--- src/rtl/oksrs_pkg.sv ---
// types, codes and sizing shared by the key set range sum block
`default_nettype none

package oksrs_pkg;

    // number of key cells in the chain
    localparam int CAPACITY = 1024;

    localparam int KEY_W = 30;
    localparam int BOUND_W = 32;
    localparam int SUM_W = 40;
    localparam int STATUS_W = 2;

    // request kinds
    localparam logic REQ_INSERT = 1'b0;
    localparam logic REQ_QUERY = 1'b1;

    // result codes
    localparam logic [STATUS_W-1:0] ST_INSERTED = 2'd0;
    localparam logic [STATUS_W-1:0] ST_DUPLICATE = 2'd1;
    localparam logic [STATUS_W-1:0] ST_FULL = 2'd2;
    localparam logic [STATUS_W-1:0] ST_QUERY = 2'd3;

    typedef struct packed {
        logic                      req_type;
        logic [KEY_W-1:0]          key;
        logic signed [BOUND_W-1:0] range_low;
        logic signed [BOUND_W-1:0] range_high;
    } req_t;

    typedef struct packed {
        logic [STATUS_W-1:0] status;
        logic [SUM_W-1:0]    range_sum;
    } rsp_t;

    // what travels from one cell to the next along with a request
    typedef struct packed {
        logic                      req_type;
        logic [KEY_W-1:0]          key;
        logic signed [BOUND_W-1:0] range_low;
        logic signed [BOUND_W-1:0] range_high;
        logic [SUM_W-1:0]          sum;
        logic                      found;
        logic                      placed;
    } pay_t;

    typedef struct packed {
        logic valid;
        pay_t pay;
    } beat_t;

endpackage

`default_nettype wire

--- src/rtl/oksrs_cell.sv ---
// one key cell: holds a key, checks and updates the passing request
`default_nettype none

module oksrs_cell
    import oksrs_pkg::*;
(
    input  wire logic  clk,
    input  wire logic  rst_n,
    input  wire logic  advance,
    input  wire beat_t beat_in,
    output beat_t      beat_out
);

    logic [KEY_W-1:0]          key_reg;
    logic                      used_reg;
    logic                      used_next;
    logic                      valid_reg;
    pay_t                      pay_reg;
    pay_t                      pay_next;
    logic                      store_en;
    logic                      in_range;
    logic signed [BOUND_W-1:0] key_ext;

    assign key_ext = signed'({{(BOUND_W-KEY_W){1'b0}}, key_reg});
    assign in_range = (key_ext >= beat_in.pay.range_low)
                   && (key_ext <= beat_in.pay.range_high);

    // first empty cell takes the key when no earlier cell held it
    assign store_en = beat_in.valid && (beat_in.pay.req_type == REQ_INSERT)
                   && !used_reg && !beat_in.pay.found && !beat_in.pay.placed;
    assign used_next = used_reg | store_en;

    always_comb
    begin
        pay_next = beat_in.pay;
        if (beat_in.pay.req_type == REQ_INSERT)
        begin
            pay_next.found = beat_in.pay.found
                          | (used_reg && (key_reg == beat_in.pay.key));
            pay_next.placed = beat_in.pay.placed | store_en;
        end
        else if (used_reg && in_range)
        begin
            pay_next.sum = beat_in.pay.sum + {{(SUM_W-KEY_W){1'b0}}, key_reg};
        end
    end

    always_ff @(posedge clk or negedge rst_n)
    begin
        if (!rst_n)
        begin
            used_reg  <= 1'b0;
            valid_reg <= 1'b0;
        end
        else if (advance)
        begin
            used_reg  <= used_next;
            valid_reg <= beat_in.valid;
        end
    end

    always_ff @(posedge clk)
    begin
        if (advance)
        begin
            pay_reg <= pay_next;
        end
        if (advance && store_en)
        begin
            key_reg <= beat_in.pay.key;
        end
    end

    assign beat_out = '{valid: valid_reg, pay: pay_reg};

endmodule

`default_nettype wire

--- config.mk ---
export PLATFORM = sky130hd
export DESIGN_NAME = oksrs_cell
export DESIGN_NICKNAME = d
export VERILOG_FILES = /design/src/rtl/oksrs_pkg.sv /design/src/rtl/oksrs_cell.sv
export SDC_FILE = /design/constraint.sdc
export NUM_CORES = 1
export LEC_CHECK = 0
export CAP_MARGIN = 20
export CORE_MARGIN = 5
export CORE_UTILIZATION = 60
export DETAILED_ROUTE_END_ITERATION = 7
export DONT_BUFFER_PORTS = 1
export GPL_ROUTABILITY_DRIVEN = 0
export PLACE_DENSITY = 0.8
export SETUP_SLACK_MARGIN = 0.05
export SYNTH_ARGS = -nofsm -noshare
export SYNTH_HDL_FRONTEND = slang
export SYNTH_SLANG_ARGS = --single-unit
export TNS_END_PERCENT = 10
--- constraint.sdc ---
create_clock -name clk -period 7.8 [get_ports clk]
set_input_delay 1.56 -clock clk [delete_from_list [all_inputs] [get_ports clk]]
set_output_delay 1.56 -clock clk [all_outputs]
set_load 0.01 [all_outputs]
==> reports/metrics.yaml <==
die:
  rows: 45
  initial_utilization_pct: 60.6
  io_pins: 279
  core_sq_um: 15100
  die_w_um: 134
  die_area_sq_um: 17800
  fp.dieH_um: 134
power:
  power_density_nw_per_um2: 215
  p_leak_nw: 3.99
  p_total_w: 0.00212
  irDropWorstVdd_mv: 0.200
sta:
  worst_pin_slew_ns: 0.592
  slew_violations: 0
  slew_headroom_pct: 60.1
  fin_crit_ns: 4.08
  timing.fmax_mhz: 245
  tns_ns: 0
  period_share_pct: 52.3
  finClkSkew_ns: 0.0101
  fin_hold_ws_ns: 0.601
  rsz0062_at_grt: "false"
  finalSetupViolations: 0
  hold_viol: 0
routing:
  via_per_inst: 6.40
  wire_per_inst_um: 24.2
  vias: 6161
  ant_nets: 0
  drc: 0
  first_pass_iters: 6
  wl_mm: 23.3
  drtIter0Drc: 561
finish:
  drive_gt1_share_pct: 5.68
  nets: 994
  diodes: 0
  area_delta_synth_final_pct: 7.89
  fin_cells: 963
  largest_register_ffs: 137
clocking:
  cts_root_buf: "clkbuf_16"
  cts.reportedPaths.clkPinSlew_ns: 0.06
  cts_resized: 0
  clk_latency_ns: 0.44
  cts_hold_buffers: 0
  htreeDepth: 4
  cts_num_sinks: 169
  cts_buffer_depth: 2
  cts_setup_buffers: 0
  cts_made_buffers: 17
  cts_tree: "built"
place:
  port_buffers: 0
  place_hpwl_mm: 17.8
  post-place-cells: 931
grt:
  grt_pass1_vias: 6448
  grt_max_degree: 140
  grt_first_pass_wirelength_mm: 35.3
  globalRouteTotalUtil_pct: 26.2
  gr-total-overflow: 0
  antenna_found_initial: 0
synth:
  synth.yosys.warnings: 0
  syn_area_sq_um: 9150
  synth_cell_types: 65
  synth_seq_cells: 169
  syn_area_per_cell_sq_um: 12.1
  synth_edf_count: 167
  synthFlopType: "edfxtp_1"
  synth_cells: 758
  synthArstFlopShare_pct: 1.18
  yosysSeqAreaShare_pct: 55.3
  syn_nets: 990
outcome:
  status: "finished, final reports clean"
critical_path:
  crit_path_end_kind: "flip-flop"
  arrival_ns: 4.27
  criticalPathCategory: "in -> reg"
  crit_path_start_kind: "input pin"
  cp_max_fo: 63
  critPathRequiredTime_ns: 7.99
min_path:
  hold_class: "reg -> reg"
flow_run:
  drv_cap: 0
logic make-up (layout without fill, tap and decap cells):
kind of cell / Yosys count / count (layout) / synth area share [%]
buffers and inverters: 84 / 101 / 3.76
AOI/OAI and AO/OA: 175 / 175 / 12.2
DFF: 169 / 169 / 55.3
and+or+nand+nor: 170 / 170 / 9.46
adders and majority gates: 91 / 91 / 12.5
xor gates and xnor gates: 65 / 65 / 6.22
muxes: 4 / 4 / 0.479
path summary, 6_finish.rpt:
kind / start / to / slack [ns] / depth (start not counted)
min: valid_reg / valid_reg / 0.60 / 1
min reg2reg: valid_reg / valid_reg / 0.60 / 1
max reg2reg: key_reg[27] / beat_out[3] / 4.24 / 9
max in group asynchronous: rst_n / used_reg / 6.92 / 0
min in group asynchronous: rst_n / valid_reg / 0.81 / 0
max: beat_in[69] / beat_out[3] / 3.72 / 10
worst max-delay path, stage by stage:
cell,delay [ns]
inv_1,0.02
ha_1,0.31
and4_1,0.24
nand4_1,0.11
or4_4,0.56
nor4_2,0.21
a211oi_1,0.19
o21ai_4,0.16
buf_4,0.49
mux2_2,0.40
synthesized netlist by cell type (3+ instances only):
cell,instances,share of area [%]
a21oi_1,49,2.7
a21o_1,18,1.5
buf_4,4,0.33
a211oi_1,3,0.25
a211o_1,3,0.29
nor3_2,5,0.55
edfxtp_1,167,55
ha_1,90,12
nor3_1,8,0.44
and4_1,3,0.29
a31oi_1,7,0.48
nor2b_1,4,0.27
inv_1,67,2.7
mux2_2,3,0.37
o31ai_1,3,0.25
nor2_1,22,0.90
o211ai_1,7,0.57
o21a_1,6,0.49
nor4_1,4,0.27
xor2_1,31,3.0
nand2b_1,3,0.21
o21ai_0,53,2.9
buf_2,3,0.16
a221oi_1,3,0.29
nand2_1,68,2.8
clkbuf_1,7,0.29
nand4_1,14,0.96
or3_1,5,0.34
nand3_1,13,0.71
xnor2_1,34,3.3
and3_1,9,0.62
metal layers:
metal  vias to the layer above  wire [um]  share of wire, %  global-route usage [%]
li1                       2822          -                 -                       -
met1                      2912       8430                36                    29.6
met2                       363      11500                49                    43.9
met3                        64       2540                11                    10.9
met4                         0        819               3.5                    11.1
met5                         -          0                 0                       0
per-stage QoR:
stage	utilization [%]	setup slack [ns]	area [sq um]
3_3_place_gp	61.7	3.41	9310
6_report	65.4	3.72	9870
4_1_cts	65.4	3.77	9870
2_1_floorplan	-	3.81	9150
3_5_place_dp	61.7	3.30	9310
5_1_grt	65.4	3.53	9870
placed cells by master (no fill, tap or decap), types with 18 or more instances in the layout:
master / Yosys / layout
edfxtp_1: 167 / 167
ha_1: 90 / 90
inv_1: 67 / 67
o21ai_0: 53 / 53
xnor2_1: 34 / 34
xor2_1: 31 / 31
a21oi_1: 49 / 49
nor2_1: 22 / 22
a21o_1: 18 / 18
nand2_1: 68 / 68
power breakdown:
part / internal [W] / switching [W]
Clock: 0.000473 / 0.000350
Combinational: 0.0000713 / 0.0000964
Sequential: 0.00107 / 0.0000598
area by class of cell:
type / instances / area, sq um
clock buffers: 22 / 444
clock inverters: 10 / 120
fillers: 1081 / 5220
inverters: 67 / 251
multi-input cells: 505 / 3740
flip-flops and latches: 169 / 5060
well taps: 188 / 235
repair buffers: 2 / 15.0
Note: power is estimated with default switching activity, not from simulation.
